File: src/poi_pkg.sv
// ----------------------------------------------------------------------------
// poi_pkg
// Shared widths, constants, arctangent table and controller/datapath
// interface types for the planar odometry integrator.
// ----------------------------------------------------------------------------
package poi_pkg;

    localparam int VEL_W = 24;
    localparam int DT_W  = 20;
    localparam int POS_W = 48;
    localparam int ANG_W = 32;

    localparam int CORDIC_STEPS = 16;
    localparam int CORDIC_N     = (CORDIC_STEPS > 32) ? 32 : CORDIC_STEPS;
    localparam int CORDIC_IDX_W = 5;
    localparam logic [CORDIC_IDX_W-1:0] CORDIC_LAST = CORDIC_IDX_W'(CORDIC_N - 1);

    localparam int DIV_W          = 60;
    localparam int DIV_RADIX_BITS = 4;
    localparam int DIV_CYCLES     = DIV_W / DIV_RADIX_BITS;
    localparam int DIV_CNT_W      = 4;
    localparam logic [DIV_CNT_W-1:0] DIV_LAST = DIV_CNT_W'(DIV_CYCLES - 1);
    localparam logic [19:0] DIVISOR_US   = 20'd1000000;
    localparam logic [19:0] ROUND_HALF_US = 20'd500000;

    localparam logic [29:0] TURN_TO_BAM_Q16 = 30'd683565276;

    typedef enum logic [2:0] {
        MS_P = 3'd0,
        MS_Q = 3'd1,
        MS_H = 3'd2,
        MS_L = 3'd3,
        MS_X = 3'd4,
        MS_Y = 3'd5
    } mul_sel_t;

    typedef struct packed {
        logic     load_in;
        logic     mul_en;
        mul_sel_t mul_sel;
        logic     cap_p;
        logic     cap_q;
        logic     cap_hk;
        logic     cap_a;
        logic     div_load;
        logic     div_sel_a;
        logic     cap_d;
        logic     cap_step;
        logic     upd_x;
        logic     upd_y;
        logic     load_out;
    } ctrl_cmd_t;

    typedef struct packed {
        logic div_busy;
        logic cordic_busy;
    } ctrl_status_t;

    function automatic logic [29:0] atan_bam(input logic [CORDIC_IDX_W-1:0] idx);
        logic [29:0] v;
        unique case (idx)
            5'd0:  v = 30'd536870912;
            5'd1:  v = 30'd316933406;
            5'd2:  v = 30'd167458907;
            5'd3:  v = 30'd85004756;
            5'd4:  v = 30'd42667331;
            5'd5:  v = 30'd21354465;
            5'd6:  v = 30'd10679838;
            5'd7:  v = 30'd5340245;
            5'd8:  v = 30'd2670163;
            5'd9:  v = 30'd1335087;
            5'd10: v = 30'd667544;
            5'd11: v = 30'd333772;
            5'd12: v = 30'd166886;
            5'd13: v = 30'd83443;
            5'd14: v = 30'd41722;
            5'd15: v = 30'd20861;
            5'd16: v = 30'd10430;
            5'd17: v = 30'd5215;
            5'd18: v = 30'd2608;
            5'd19: v = 30'd1304;
            5'd20: v = 30'd652;
            5'd21: v = 30'd326;
            5'd22: v = 30'd163;
            5'd23: v = 30'd81;
            5'd24: v = 30'd41;
            5'd25: v = 30'd20;
            5'd26: v = 30'd10;
            5'd27: v = 30'd5;
            5'd28: v = 30'd3;
            5'd29: v = 30'd1;
            5'd30: v = 30'd1;
            5'd31: v = 30'd0;
        endcase
        return v;
    endfunction

endpackage

File: src/poi_divider.sv
// ----------------------------------------------------------------------------
// poi_divider
// Iterative restoring divider by one million, four quotient bits per cycle.
// ----------------------------------------------------------------------------
module poi_divider (
    input  logic                      clk,
    input  logic                      rst_n,
    input  logic                      load,
    input  logic [poi_pkg::DIV_W-1:0] dividend,
    output logic                      busy,
    output logic [poi_pkg::DIV_W-1:0] quotient
);
    import poi_pkg::*;

    logic [DIV_W-1:0]     num_reg, num_next;
    logic [19:0]          rem_reg, rem_next;
    logic [DIV_CNT_W-1:0] cnt_reg;
    logic                 busy_reg;

    always_comb
    begin
        logic [20:0] trial;
        num_next = num_reg;
        rem_next = rem_reg;
        for (int k = 0; k < DIV_RADIX_BITS; k++)
        begin
            trial = {rem_next, num_next[DIV_W-1]};
            if (trial >= {1'b0, DIVISOR_US})
            begin
                rem_next = 20'(trial - {1'b0, DIVISOR_US});
                num_next = {num_next[DIV_W-2:0], 1'b1};
            end
            else
            begin
                rem_next = trial[19:0];
                num_next = {num_next[DIV_W-2:0], 1'b0};
            end
        end
    end

    always_ff @(posedge clk or negedge rst_n)
    begin
        if (!rst_n)
        begin
            busy_reg <= 1'b0;
            cnt_reg  <= '0;
        end
        else if (load)
        begin
            busy_reg <= 1'b1;
            cnt_reg  <= '0;
        end
        else if (busy_reg)
        begin
            if (cnt_reg == DIV_LAST)
            begin
                busy_reg <= 1'b0;
            end
            cnt_reg <= cnt_reg + 1'b1;
        end
    end

    always_ff @(posedge clk)
    begin
        if (load)
        begin
            num_reg <= dividend;
            rem_reg <= '0;
        end
        else if (busy_reg)
        begin
            num_reg <= num_next;
            rem_reg <= rem_next;
        end
    end

    assign busy     = busy_reg;
    assign quotient = num_reg;

endmodule

File: src/poi_cordic.sv
// ----------------------------------------------------------------------------
// poi_cordic
// Iterative rotation-mode CORDIC giving cosine and sine of a binary angle
// as clamped Q1.30 magnitudes with sign flags.
// ----------------------------------------------------------------------------
module poi_cordic (
    input  logic                      clk,
    input  logic                      rst_n,
    input  logic                      start,
    input  logic [poi_pkg::ANG_W-1:0] angle,
    output logic                      busy,
    output logic [30:0]               cos_mag,
    output logic                      cos_neg,
    output logic [30:0]               sin_mag,
    output logic                      sin_neg
);
    import poi_pkg::*;

    localparam logic signed [33:0] START_X  = 34'sd652032874;
    localparam logic signed [33:0] UNIT_POS = 34'sd1073741824;
    localparam logic signed [33:0] UNIT_NEG = -34'sd1073741824;

    logic signed [33:0]      x_reg, x_next, y_reg, y_next;
    logic signed [32:0]      z_reg, z_next;
    logic [CORDIC_IDX_W-1:0] idx_reg;
    logic                    busy_reg, fin_reg, flip_reg;
    logic [30:0]             cos_mag_reg, sin_mag_reg;
    logic                    cos_neg_reg, sin_neg_reg;

    logic signed [33:0] xs, ys, xc, yc, x_abs, y_abs;
    logic signed [32:0] atan_s;
    logic               flip_in;
    logic [ANG_W-1:0]   folded;

    assign flip_in = angle[ANG_W-1] ^ angle[ANG_W-2];
    assign folded  = {angle[ANG_W-1] ^ flip_in, angle[ANG_W-2:0]};

    assign xs     = x_reg >>> idx_reg;
    assign ys     = y_reg >>> idx_reg;
    assign atan_s = $signed({3'b000, atan_bam(idx_reg)});

    always_comb
    begin
        if (!z_reg[32])
        begin
            x_next = x_reg - ys;
            y_next = y_reg + xs;
            z_next = z_reg - atan_s;
        end
        else
        begin
            x_next = x_reg + ys;
            y_next = y_reg - xs;
            z_next = z_reg + atan_s;
        end
    end

    assign xc    = (x_reg > UNIT_POS) ? UNIT_POS : ((x_reg < UNIT_NEG) ? UNIT_NEG : x_reg);
    assign yc    = (y_reg > UNIT_POS) ? UNIT_POS : ((y_reg < UNIT_NEG) ? UNIT_NEG : y_reg);
    assign x_abs = xc[33] ? -xc : xc;
    assign y_abs = yc[33] ? -yc : yc;

    always_ff @(posedge clk or negedge rst_n)
    begin
        if (!rst_n)
        begin
            busy_reg <= 1'b0;
            fin_reg  <= 1'b0;
            idx_reg  <= '0;
        end
        else if (start)
        begin
            busy_reg <= 1'b1;
            fin_reg  <= 1'b0;
            idx_reg  <= '0;
        end
        else if (busy_reg)
        begin
            if (fin_reg)
            begin
                busy_reg <= 1'b0;
                fin_reg  <= 1'b0;
            end
            else if (idx_reg == CORDIC_LAST)
            begin
                fin_reg <= 1'b1;
            end
            else
            begin
                idx_reg <= idx_reg + 1'b1;
            end
        end
    end

    always_ff @(posedge clk)
    begin
        if (start)
        begin
            x_reg    <= START_X;
            y_reg    <= '0;
            z_reg    <= $signed({folded[ANG_W-1], folded});
            flip_reg <= flip_in;
        end
        else if (busy_reg && !fin_reg)
        begin
            x_reg <= x_next;
            y_reg <= y_next;
            z_reg <= z_next;
        end
        if (busy_reg && fin_reg)
        begin
            cos_mag_reg <= x_abs[30:0];
            sin_mag_reg <= y_abs[30:0];
            cos_neg_reg <= flip_reg ^ xc[33];
            sin_neg_reg <= flip_reg ^ yc[33];
        end
    end

    assign busy    = busy_reg;
    assign cos_mag = cos_mag_reg;
    assign cos_neg = cos_neg_reg;
    assign sin_mag = sin_mag_reg;
    assign sin_neg = sin_neg_reg;

endmodule

File: src/poi_datapath.sv
// ----------------------------------------------------------------------------
// poi_datapath
// Pose accumulators, shared multiplier, divider and CORDIC, driven by the
// controller's command word.
// ----------------------------------------------------------------------------
module poi_datapath (
    input  logic                             clk,
    input  logic                             rst_n,
    input  poi_pkg::ctrl_cmd_t               cmd,
    output poi_pkg::ctrl_status_t            status,
    input  logic signed [poi_pkg::VEL_W-1:0] velocity,
    input  logic signed [poi_pkg::VEL_W-1:0] yaw_rate,
    input  logic [poi_pkg::DT_W-1:0]         dt_us,
    output logic signed [poi_pkg::POS_W-1:0] pos_x,
    output logic signed [poi_pkg::POS_W-1:0] pos_y,
    output logic [poi_pkg::ANG_W-1:0]        heading,
    output logic signed [poi_pkg::VEL_W-1:0] velocity_echo,
    output logic signed [poi_pkg::VEL_W-1:0] yaw_rate_echo
);
    import poi_pkg::*;

    localparam logic [63:0] ROUND_Q38 = 64'h0000_0020_0000_0000;
    localparam logic signed [POS_W-1:0] POS_MAX = {1'b0, {(POS_W-1){1'b1}}};
    localparam logic signed [POS_W-1:0] POS_MIN = {1'b1, {(POS_W-1){1'b0}}};

    logic [VEL_W-1:0]        v_reg, w_reg;
    logic [DT_W-1:0]         dt_reg;
    logic                    p_neg_reg, q_neg_reg;
    logic [62:0]             prod_reg, prod_next;
    logic [42:0]             p_mag_reg, q_mag_reg;
    logic [52:0]             hk_reg;
    logic [57:0]             a_reg, a_next;
    logic [31:0]             d_reg, step_reg;
    logic signed [POS_W-1:0] x_acc_reg, y_acc_reg, acc_next;
    logic [ANG_W-1:0]        heading_acc_reg, heading_next;

    logic signed [POS_W-1:0] pos_x_reg, pos_y_reg;
    logic [ANG_W-1:0]        heading_reg;
    logic signed [VEL_W-1:0] vel_echo_reg, yaw_echo_reg;

    logic [VEL_W-1:0]  v_mag, w_mag;
    logic [31:0]       mul_a;
    logic [30:0]       mul_b;
    logic [DIV_W-1:0]  div_dividend, div_quo;
    logic              div_busy, cordic_busy;
    logic [30:0]       cos_mag, sin_mag;
    logic              cos_neg, sin_neg;
    logic [63:0]       rnd_sum;
    logic [25:0]       step_mag;
    logic              step_neg;
    logic signed [POS_W:0] delta, sum;
    logic signed [POS_W-1:0] acc_sel;

    assign v_mag = v_reg[VEL_W-1] ? (~v_reg + 1'b1) : v_reg;
    assign w_mag = w_reg[VEL_W-1] ? (~w_reg + 1'b1) : w_reg;

    always_comb
    begin
        unique case (cmd.mul_sel)
            MS_P:
            begin
                mul_a = 32'(v_mag);
                mul_b = 31'(dt_reg);
            end
            MS_Q:
            begin
                mul_a = 32'(w_mag);
                mul_b = 31'(dt_reg);
            end
            MS_H:
            begin
                mul_a = 32'(prod_reg[42:20]);
                mul_b = 31'(TURN_TO_BAM_Q16);
            end
            MS_L:
            begin
                mul_a = 32'(q_mag_reg[19:0]);
                mul_b = 31'(TURN_TO_BAM_Q16);
            end
            MS_X:
            begin
                mul_a = d_reg;
                mul_b = cos_mag;
            end
            MS_Y:
            begin
                mul_a = d_reg;
                mul_b = sin_mag;
            end
            default:
            begin
                mul_a = '0;
                mul_b = '0;
            end
        endcase
    end

    assign prod_next = 63'(mul_a) * 63'(mul_b);
    assign a_next    = 58'({hk_reg, 4'b0000}) + 58'(prod_reg[49:16]);

    assign div_dividend = cmd.div_sel_a ? (DIV_W'(a_reg) + DIV_W'(ROUND_HALF_US))
                                        : (DIV_W'({p_mag_reg, 8'h00}) + DIV_W'(ROUND_HALF_US));

    poi_divider u_divider (
        .clk      (clk),
        .rst_n    (rst_n),
        .load     (cmd.div_load),
        .dividend (div_dividend),
        .busy     (div_busy),
        .quotient (div_quo)
    );

    poi_cordic u_cordic (
        .clk     (clk),
        .rst_n   (rst_n),
        .start   (cmd.load_in),
        .angle   (heading_acc_reg),
        .busy    (cordic_busy),
        .cos_mag (cos_mag),
        .cos_neg (cos_neg),
        .sin_mag (sin_mag),
        .sin_neg (sin_neg)
    );

    assign status.div_busy    = div_busy;
    assign status.cordic_busy = cordic_busy;

    assign rnd_sum  = 64'(prod_reg) + ROUND_Q38;
    assign step_mag = rnd_sum[63:38];
    assign step_neg = p_neg_reg ^ (cmd.upd_y ? sin_neg : cos_neg);
    assign delta    = step_neg ? -$signed(49'(step_mag)) : $signed(49'(step_mag));
    assign acc_sel  = cmd.upd_y ? y_acc_reg : x_acc_reg;
    assign sum      = $signed({acc_sel[POS_W-1], acc_sel}) + delta;

    always_comb
    begin
        if (sum[POS_W] != sum[POS_W-1])
        begin
            acc_next = sum[POS_W] ? POS_MIN : POS_MAX;
        end
        else
        begin
            acc_next = sum[POS_W-1:0];
        end
    end

    assign heading_next = q_neg_reg ? (heading_acc_reg - step_reg)
                                    : (heading_acc_reg + step_reg);

    always_ff @(posedge clk or negedge rst_n)
    begin
        if (!rst_n)
        begin
            x_acc_reg       <= '0;
            y_acc_reg       <= '0;
            heading_acc_reg <= '0;
        end
        else
        begin
            if (cmd.upd_x)
            begin
                x_acc_reg <= acc_next;
            end
            if (cmd.upd_y)
            begin
                y_acc_reg       <= acc_next;
                heading_acc_reg <= heading_next;
            end
        end
    end

    always_ff @(posedge clk)
    begin
        if (cmd.load_in)
        begin
            v_reg     <= $unsigned(velocity);
            w_reg     <= $unsigned(yaw_rate);
            dt_reg    <= dt_us;
            p_neg_reg <= velocity[VEL_W-1];
            q_neg_reg <= yaw_rate[VEL_W-1];
        end
        if (cmd.mul_en)
        begin
            prod_reg <= prod_next;
        end
        if (cmd.cap_p)
        begin
            p_mag_reg <= prod_reg[42:0];
        end
        if (cmd.cap_q)
        begin
            q_mag_reg <= prod_reg[42:0];
        end
        if (cmd.cap_hk)
        begin
            hk_reg <= prod_reg[52:0];
        end
        if (cmd.cap_a)
        begin
            a_reg <= a_next;
        end
        if (cmd.cap_d)
        begin
            d_reg <= div_quo[31:0];
        end
        if (cmd.cap_step)
        begin
            step_reg <= div_quo[31:0];
        end
        if (cmd.load_out)
        begin
            pos_x_reg    <= x_acc_reg;
            pos_y_reg    <= y_acc_reg;
            heading_reg  <= heading_acc_reg;
            vel_echo_reg <= $signed(v_reg);
            yaw_echo_reg <= $signed(w_reg);
        end
    end

    assign pos_x         = pos_x_reg;
    assign pos_y         = pos_y_reg;
    assign heading       = heading_reg;
    assign velocity_echo = vel_echo_reg;
    assign yaw_rate_echo = yaw_echo_reg;

endmodule

File: src/poi_ctrl.sv
// ----------------------------------------------------------------------------
// poi_ctrl
// Sequencing state machine: multiplies, two divisions, pose update and the
// output register handshake.
// ----------------------------------------------------------------------------
module poi_ctrl (
    input  logic                  clk,
    input  logic                  rst_n,
    input  logic                  in_valid,
    output logic                  in_ready,
    output logic                  out_valid,
    input  logic                  out_ready,
    input  poi_pkg::ctrl_status_t status,
    output poi_pkg::ctrl_cmd_t    cmd
);
    import poi_pkg::*;

    typedef enum logic [10:0] {
        ST_IDLE  = 11'b000_0000_0001,
        ST_MUL_P = 11'b000_0000_0010,
        ST_MUL_Q = 11'b000_0000_0100,
        ST_MUL_H = 11'b000_0000_1000,
        ST_MUL_L = 11'b000_0001_0000,
        ST_DIV_D = 11'b000_0010_0000,
        ST_DIV_A = 11'b000_0100_0000,
        ST_MUL_X = 11'b000_1000_0000,
        ST_MUL_Y = 11'b001_0000_0000,
        ST_UPD   = 11'b010_0000_0000,
        ST_OUT   = 11'b100_0000_0000
    } state_t;

    state_t state_reg, state_next;
    logic   out_valid_reg, out_valid_next;

    always_comb
    begin
        cmd        = '0;
        state_next = state_reg;
        in_ready   = 1'b0;
        unique case (state_reg)
            ST_IDLE:
            begin
                in_ready = 1'b1;
                if (in_valid)
                begin
                    cmd.load_in = 1'b1;
                    state_next  = ST_MUL_P;
                end
            end
            ST_MUL_P:
            begin
                cmd.mul_en  = 1'b1;
                cmd.mul_sel = MS_P;
                state_next  = ST_MUL_Q;
            end
            ST_MUL_Q:
            begin
                cmd.mul_en  = 1'b1;
                cmd.mul_sel = MS_Q;
                cmd.cap_p   = 1'b1;
                state_next  = ST_MUL_H;
            end
            ST_MUL_H:
            begin
                cmd.mul_en  = 1'b1;
                cmd.mul_sel = MS_H;
                cmd.cap_q   = 1'b1;
                state_next  = ST_MUL_L;
            end
            ST_MUL_L:
            begin
                cmd.mul_en   = 1'b1;
                cmd.mul_sel  = MS_L;
                cmd.cap_hk   = 1'b1;
                cmd.div_load = 1'b1;
                state_next   = ST_DIV_D;
            end
            ST_DIV_D:
            begin
                cmd.cap_a = 1'b1;
                if (!status.div_busy)
                begin
                    cmd.cap_d     = 1'b1;
                    cmd.div_load  = 1'b1;
                    cmd.div_sel_a = 1'b1;
                    state_next    = ST_DIV_A;
                end
            end
            ST_DIV_A:
            begin
                if (!status.div_busy && !status.cordic_busy)
                begin
                    cmd.cap_step = 1'b1;
                    state_next   = ST_MUL_X;
                end
            end
            ST_MUL_X:
            begin
                cmd.mul_en  = 1'b1;
                cmd.mul_sel = MS_X;
                state_next  = ST_MUL_Y;
            end
            ST_MUL_Y:
            begin
                cmd.mul_en  = 1'b1;
                cmd.mul_sel = MS_Y;
                cmd.upd_x   = 1'b1;
                state_next  = ST_UPD;
            end
            ST_UPD:
            begin
                cmd.upd_y  = 1'b1;
                state_next = ST_OUT;
            end
            ST_OUT:
            begin
                if (!out_valid_reg || out_ready)
                begin
                    cmd.load_out = 1'b1;
                    state_next   = ST_IDLE;
                end
            end
            default:
            begin
                state_next = ST_IDLE;
            end
        endcase
    end

    always_comb
    begin
        priority if (cmd.load_out)
        begin
            out_valid_next = 1'b1;
        end
        else if (out_ready)
        begin
            out_valid_next = 1'b0;
        end
        else
        begin
            out_valid_next = out_valid_reg;
        end
    end

    always_ff @(posedge clk or negedge rst_n)
    begin
        if (!rst_n)
        begin
            state_reg     <= ST_IDLE;
            out_valid_reg <= 1'b0;
        end
        else
        begin
            state_reg     <= state_next;
            out_valid_reg <= out_valid_next;
        end
    end

    assign out_valid = out_valid_reg;

endmodule

File: src/planar_odometry_integrator_unit.sv
// ----------------------------------------------------------------------------
// A new input is taken only once the last one is through; the pace is set by
// the two radix-16 divisions by one million in the shared divider unit.
// A finished result waits in the output register while the next input is taken.
// Reset: rst_n clears the pose to zero (heading along x) and empties the output.
// ----------------------------------------------------------------------------
// planar_odometry_integrator_unit
// Unicycle dead-reckoning odometry: integrates velocity and yaw rate over
// each time step into a saturating planar position and a wrapping heading.
// ----------------------------------------------------------------------------
module planar_odometry_integrator_unit (
    input  logic                             clk,
    input  logic                             rst_n,
    input  logic                             in_valid,
    output logic                             in_ready,
    input  logic signed [poi_pkg::VEL_W-1:0] velocity,
    input  logic signed [poi_pkg::VEL_W-1:0] yaw_rate,
    input  logic [poi_pkg::DT_W-1:0]         dt_us,
    output logic                             out_valid,
    input  logic                             out_ready,
    output logic signed [poi_pkg::POS_W-1:0] pos_x,
    output logic signed [poi_pkg::POS_W-1:0] pos_y,
    output logic [poi_pkg::ANG_W-1:0]        heading,
    output logic signed [poi_pkg::VEL_W-1:0] velocity_echo,
    output logic signed [poi_pkg::VEL_W-1:0] yaw_rate_echo
);
    import poi_pkg::*;

    ctrl_cmd_t    cmd;
    ctrl_status_t status;

    poi_ctrl u_ctrl (
        .clk       (clk),
        .rst_n     (rst_n),
        .in_valid  (in_valid),
        .in_ready  (in_ready),
        .out_valid (out_valid),
        .out_ready (out_ready),
        .status    (status),
        .cmd       (cmd)
    );

    poi_datapath u_datapath (
        .clk           (clk),
        .rst_n         (rst_n),
        .cmd           (cmd),
        .status        (status),
        .velocity      (velocity),
        .yaw_rate      (yaw_rate),
        .dt_us         (dt_us),
        .pos_x         (pos_x),
        .pos_y         (pos_y),
        .heading       (heading),
        .velocity_echo (velocity_echo),
        .yaw_rate_echo (yaw_rate_echo)
    );

    a_busy_after_accept: assert property (@(posedge clk) disable iff (!rst_n)
        in_valid && in_ready |=> !in_ready)
        else $error("Input accepted while a transaction is in progress.");

    a_div_load_idle: assert property (@(posedge clk) disable iff (!rst_n)
        cmd.div_load |-> !status.div_busy)
        else $error("Divider loaded while busy.");

    a_out_after_units: assert property (@(posedge clk) disable iff (!rst_n)
        cmd.load_out |-> !status.div_busy && !status.cordic_busy)
        else $error("Result loaded before the divider and CORDIC finished.");

endmodule
File: config.mk
export PLATFORM = sky130hd
export DESIGN_NAME = planar_odometry_integrator_unit
export DESIGN_NICKNAME = d
export VERILOG_FILES = /design/src/poi_pkg.sv /design/src/poi_divider.sv /design/src/poi_cordic.sv /design/src/poi_datapath.sv /design/src/poi_ctrl.sv /design/src/planar_odometry_integrator_unit.sv
export SDC_FILE = /design/constraint.sdc
export NUM_CORES = 2
export LEC_CHECK = 0
export BUFFER_PORTS_ARGS = -buffer_cell sky130_fd_sc_hd__buf_2
export CAP_MARGIN = 20
export CORE_AREA = 8 8 604 309
export CTS_CLUSTER_DIAMETER = 30
export DETAILED_ROUTE_END_ITERATION = 8
export DIE_AREA = 0 0 612 317
export PLACE_DENSITY_LB_ADDON = 0.2
export SETUP_SLACK_MARGIN = 0.15
export SLEW_MARGIN = 10
export SYNTH_ARGS = -nofsm -noshare
export SYNTH_HDL_FRONTEND = slang
export SYNTH_SLANG_ARGS = --single-unit
File: constraint.sdc
create_clock -name clk -period 18.75 [get_ports clk]
set_input_delay 0.9375 -clock clk [delete_from_list [all_inputs] [get_ports clk]]
set_output_delay 0.9375 -clock clk [all_outputs]
set_load 0.01 [all_outputs]
# --- Word level (Yosys, flattened, before mapping) ---
# Memory sizes are Yosys's and may differ from the RTL's.
# Index checks and enable logic that the tools add are counted.
word_totals:
  input_bits: 72
  romBits: 960
  reg_bits: 945
  memories: 1
op_classes:
  order_cmp: 8
  shift: 2
  reduce_logical: 18
  mul: 1
  n_eq_ne: 25
  n_addsub: 24
  muxes: 72
  n_bitwise: 7
mem_list:
  columns: ["memory", "words", "word_bits", "read_ports", "rd_ports_with_merged_regs", "write_ports", "line_no", "text"]
  rows:
  - ["(no name shown)", 32, 30, 1, 0, 0, "poi_pkg.sv:61", "unique case (idx)"]
ops:
  columns: ["op", "count"]
  rows:
  - ["2-to-1 mux 34 bit", 6]
  - ["2-to-1 mux 60 bit", 3]
  - ["case mux 32 bit (5 select lines)", 1]
  - ["2-to-1 mux 48 bit", 3]
  - ["case mux 31 bit (4 select lines)", 1]
  - ["case mux 11 bit (11 select lines)", 1]
  - ["2-to-1 mux 33 bit", 3]
  - [">= comparator 21 x 20 -> 1 bit (second input constant)", 4]
  - ["2-to-1 mux 20 bit", 4]
  - ["subtractor 20 bit (second input constant)", 4]
  - ["adder 34 bit", 2]
  - ["greater-than comparator 34 x 32 -> 1 bit (second input constant)", 2]
  - ["less-than comparator 34 x 31 -> 1 bit (second input constant)", 2]
  - [">>> shifter 34 x 5 -> 34 bit", 2]
  - ["subtractor 34 bit", 2]
  - ["adder 63 x 38 -> 64 bit (second input constant)", 1]
  - ["multiplier 32 x 31 -> 63 bit", 1]
  - ["2-to-1 mux 31 bit", 2]
  - ["negator 31 bit", 2]
  - ["adder 58 x 19 -> 59 bit (second input constant)", 1]
  - ["adder 57 x 34 -> 58 bit", 1]
  - ["adder 51 x 19 -> 52 bit (second input constant)", 1]
  - ["adder 48 x 49 -> 49 bit", 1]
  - ["2-to-1 mux 49 bit", 1]
  - ["47 further kinds", 106]

# --- Depth between registers and ports, before layout ---
logic_depth:
  ltp_word: 10
  ltp_mapped: 49
  mapped_depth_nobuf: 45

# --- Modules after synthesis ---
# From an unflattened synthesis, not the netlist that was laid out.
unflattened:
  hier_cells: 9678
  area_unflattened_um2: 92140.9
by_module_without_submodules:
  columns: ["module", "n_inst", "cells_each", "area_per_inst_um2"]
  rows:
  - ["poi_datapath", 1, 6653, 65798.1]
  - ["poi_cordic", 1, 2345, 19562.5]
  - ["poi_divider", 1, 598, 5982.0]
  - ["poi_ctrl", 1, 82, 798.3]

# --- Worst setup path after synthesis ---
# No wires, ideal clock.
synth_path:
  path_kind: "reg2reg"
  startpoint: "register u_ctrl.state_reg[6]"
  endpoint: "register u_datapath.prod_reg[60], data pin"
  path_stages_with_launch: 42
  t_arrival_ns: 11.157
  slack_ns: 7.330
  path_cell_list: "dfrtp_1 > nor2_1 > nand2_1 > nor4_1 > nand2_1 > nor3b_1 > or2_2 > clkbuf_1 > nor2_1 > nand2_1 > clkbuf_1 > nor2_1 > a2111oi_0 > clkbuf_1 > nor2_1 > fa_1 > fa_1 > fa_1 > (+6 left out) > inv_1 > fa_1 > inv_1 > ha_1 > a21o_1 > a21o_1 > a211oi_1 > a21oi_1 > o311ai_0 > o211ai_1 > nand3_1 > nand2_1 > nand4_1 > and3_1 > o221ai_1 > a41o_1 > a221oi_1 > xnor2_1"
synth_via:
  elab_chain_cells: 6
synth_lines:
  columns: ["item", "line_no", "text"]
  rows:
  - ["start, declared", "poi_ctrl.sv:32", "state_t state_reg, state_next;"]
  - ["start signal, assigned", "poi_ctrl.sv:155", "state_reg <= state_next;"]
  - ["== test 11 x 9 -> 1 bit, or another cell as far along", "poi_ctrl.sv:40", "unique case (state_reg)"]
  - ["case mux 4 bit (6 select lines) *", "poi_ctrl.sv:40", null]
  - ["== test 3 bit, or another cell as far along", "poi_datapath.sv:59", "unique case (cmd.mul_sel)"]
  - ["OR reduction 2 bit (no line)", null, null]
  - ["case mux 32 bit (5 select lines) or case mux 31 bit (4 select lines) (tied branches)", "poi_datapath.sv:59", null]
  - ["multiplier 32 x 31 -> 63 bit *", "poi_datapath.sv:98", "assign prod_next = 63'(mul_a) * 63'(mul_b);"]
  - ["via u_datapath.prod_next[60]", "poi_datapath.sv:29", "logic [62:0] prod_reg, prod_next;"]
  - ["end signal, assigned", "poi_datapath.sv:184", "prod_reg <= prod_next;"]
  - ["end, declared", "poi_datapath.sv:29", null]
# The timed path passes the listed nets; every way through them passes the cells marked *.
# A chain may end at the register's enable or synchronous reset.

# --- Worst setup path after layout ---
layout_path:
  startpoint: "register u_ctrl.state_reg[6]"
  endpoint: "register u_datapath.prod_reg[61], data pin"
# Same word-level chain as after synthesis.

==> impl_metrics.env <==
export IMPL_status="complete, no violations"
export IMPL_via_per_inst=6.12
export IMPL_synthArstFlopShare=0.161
export IMPL_syn_num_nets=10800
export IMPL_nFillCells=15800
export IMPL_grt_use_total=0.331
export IMPL_initial_utilization=0.496
export IMPL_worst_slack_ns=5.45
export IMPL_worstSetupEndpointType="flop"
export IMPL_coreArea_mm2=0.178
export IMPL_cp_arrival_ns=13.85
export IMPL_period_share=0.709
export IMPL_wl_um=328000
export IMPL_regArea_mm2=0.0267
export IMPL_die_h_um=317
export IMPL_netlist_top_cells_area="edfxtp_1, fa_1, ha_1, nand2_1, inv_1"
export IMPL_clkTransAtPathRegs_ns=0.06
export IMPL_syn_cell_area_mm2=0.0884
export IMPL_grt_pass1_wl_um=476000
export IMPL_layout_common_cells="nand2_1, inv_1, nor2_1"
export IMPL_place_inst=11700
export IMPL_worst_setup_path_type="reg2reg"
export IMPL_fin_skew_ns=0.101
export IMPL_clock_latency_ns=0.82
export IMPL_wl_per_cell_um=27.3
export IMPL_max_slew_margin=0.195
export IMPL_seq_area_frac_synth=0.302
export IMPL_final_util=0.549
export IMPL_drtIter0Drc=10200
export IMPL_drc_errors=0
export IMPL_clock_path_buffers=4
export IMPL_holdPathStages=1
export IMPL_finalHoldViolations=0
export IMPL_cts_resized=0
export IMPL_rsz0062_at_grt="false"
export IMPL_htreeDepth=4
export IMPL_nNetsFinal=10900
export IMPL_max_cap_violations=0
export IMPL_period_needed_ns=13.30
export IMPL_cts_root_buffer="clkbuf_16"
export IMPL_hold_end="u_datapath.w_reg[1]"
export IMPL_cts_tree="done"
export IMPL_setup_violations=0
export IMPL_r2r_slack_ns=5.45
export IMPL_final_instance_count_excl_fill=12000
export IMPL_syn2layout_area_growth_pct=10.6
export IMPL_io_buffers=249
export IMPL_final_antenna_net_count=0
export IMPL_synth_edf_count=703
export IMPL_die_w_um=612
export IMPL_syn_inst=9355
export IMPL_antenna_found_initial=20
export IMPL_synth_area_leader_cell="edfxtp_1"
export IMPL_first_pass_iters=8
export IMPL_reg2regPathDepth=45
export IMPL_cts_buffers_inserted=154
export IMPL_place_ws_ns=5.76
export IMPL_path_buf_inv=8
export IMPL_drive_above_1_share=0.0963
export IMPL_largest_reg_flops=63
export IMPL_final_common_cell="nand2_1"
export IMPL_max_freq_ghz=0.0752
export IMPL_grt_max_degree=145
export IMPL_ys_ff_latch=943
export IMPL_cts_sinks=943
export IMPL_dp_hpwl_um=257000
export IMPL_avgSynthCellArea_um2=9.45
export IMPL_synth_warnings=0
export IMPL_reg2reg_from="u_ctrl.state_reg[6]"
export IMPL_hold_path_class="in2reg"
export IMPL_slowest_delay_ns=0.89
export IMPL_gp_congestion=1.03
export IMPL_ioPinCount=250
export IMPL_cp_required_ns=19.30
export IMPL_yosysUniqueCellTypes=118
export IMPL_multiInputGateArea_mm2=0.0563
export IMPL_row_count=110
export IMPL_crit_fanout=144
export IMPL_hp_start="yaw_rate[1]"
export IMPL_die_area_mm2=0.194
export IMPL_synth_ff_type="edfxtp_1"
export IMPL_tightestPinTransition_ns=1.21
export IMPL_vias=73500
export IMPL_yosysTopAreaCellShare=0.239
export IMPL_r2r_end="u_datapath.prod_reg[61]"
export IMPL_gr_total_overflow=0
export IMPL_fin_setup_tns_ns=0
export IMPL_crit_family="adder cells"
export IMPL_crit_top_cell="fa_1"
export IMPL_cp_slowest_cell="a2111o_1"
export IMPL_first_global_vias=69400
export IMPL_slew_violations=0
export IMPL_critPathLaunchType="flop"
==> repair_timing <==
action,in CTS,in global routing
hold buffers,1,0
hold endpoints to repair,2,0
setup buffers,0,0
==> cell usage after synthesis, types with 151 or more instances <==
cell      number
fa_1         872
nand2_1     1381
a21oi_1      429
xnor2_1      368
ha_1         491
xor2_1       267
nor2_1       952
o21ai_0      380
inv_1       1050
clkbuf_1     365
edfxtp_1     703
dfrtp_1      151
==> cell families (layout without fill, tap and decap cells) <==
logic type	Yosys count	in the layout	share of synthesized area
muxes	196	196	0.0337
AOI/OAI and AO/OA	1530	1530	0.111
xor gates and xnor gates	640	640	0.0640
other	0	14	0
DFF	943	943	0.302
buffers and inverters	1509	1743	0.0649
adders and majority gates	1385	1385	0.269
and+or+nand+nor	3152	3152	0.156
==> worst max path at each step <==
stage | from | endpoint | slack (ns) | cells after the start
finish | u_ctrl.state_reg[6] | u_datapath.prod_reg[61] | 5.45 | 45
CTS | u_ctrl.state_reg[6] | u_datapath.prod_reg[61] | 5.71 | 45
global placement | u_ctrl.state_reg[6] | u_datapath.prod_reg[60] | 4.89 | 41
floorplan | u_ctrl.state_reg[6] | u_datapath.prod_reg[60] | 7.33 | 41
global route | u_ctrl.state_reg[6] | u_datapath.prod_reg[61] | 4.66 | 47
detailed placement | u_ctrl.state_reg[6] | u_datapath.prod_reg[61] | 5.76 | 45
==> metal layers <==
metal | track usage | wire (um) | vias up
met3 | 0.166 | 57700 | 473
met4 | 0.0623 | 6510 | 20
met2 | 0.395 | 114000 | 4919
li1 | - | - | 31600
met1 | 0.521 | 149000 | 36500
met5 | 0.00475 | 345 | -
==> metrics by stage <==
step           hold slack (ns)  cell area [um2]
2_1_floorplan            0.424            88400
3_3_place_gp             0.452            92400
3_5_place_dp             0.454            92500
4_1_cts                  0.245            97700
5_1_grt                  0.264            97800
6_report                 0.292            97800
==> layout make-up <==
class                   instances  area share
multi-input cells            6903       0.576
flip-flops and latches        943       0.273
clock buffers                 181      0.0414
inverters                    1054      0.0405
well taps                    2408      0.0308
repair buffers                417      0.0262
clock inverters                91      0.0124
diodes                         14    0.000358
Power is left out: the tool's default activity adds up to more than one toggle a clock period on the data nets, which glitch-free logic cannot reach.
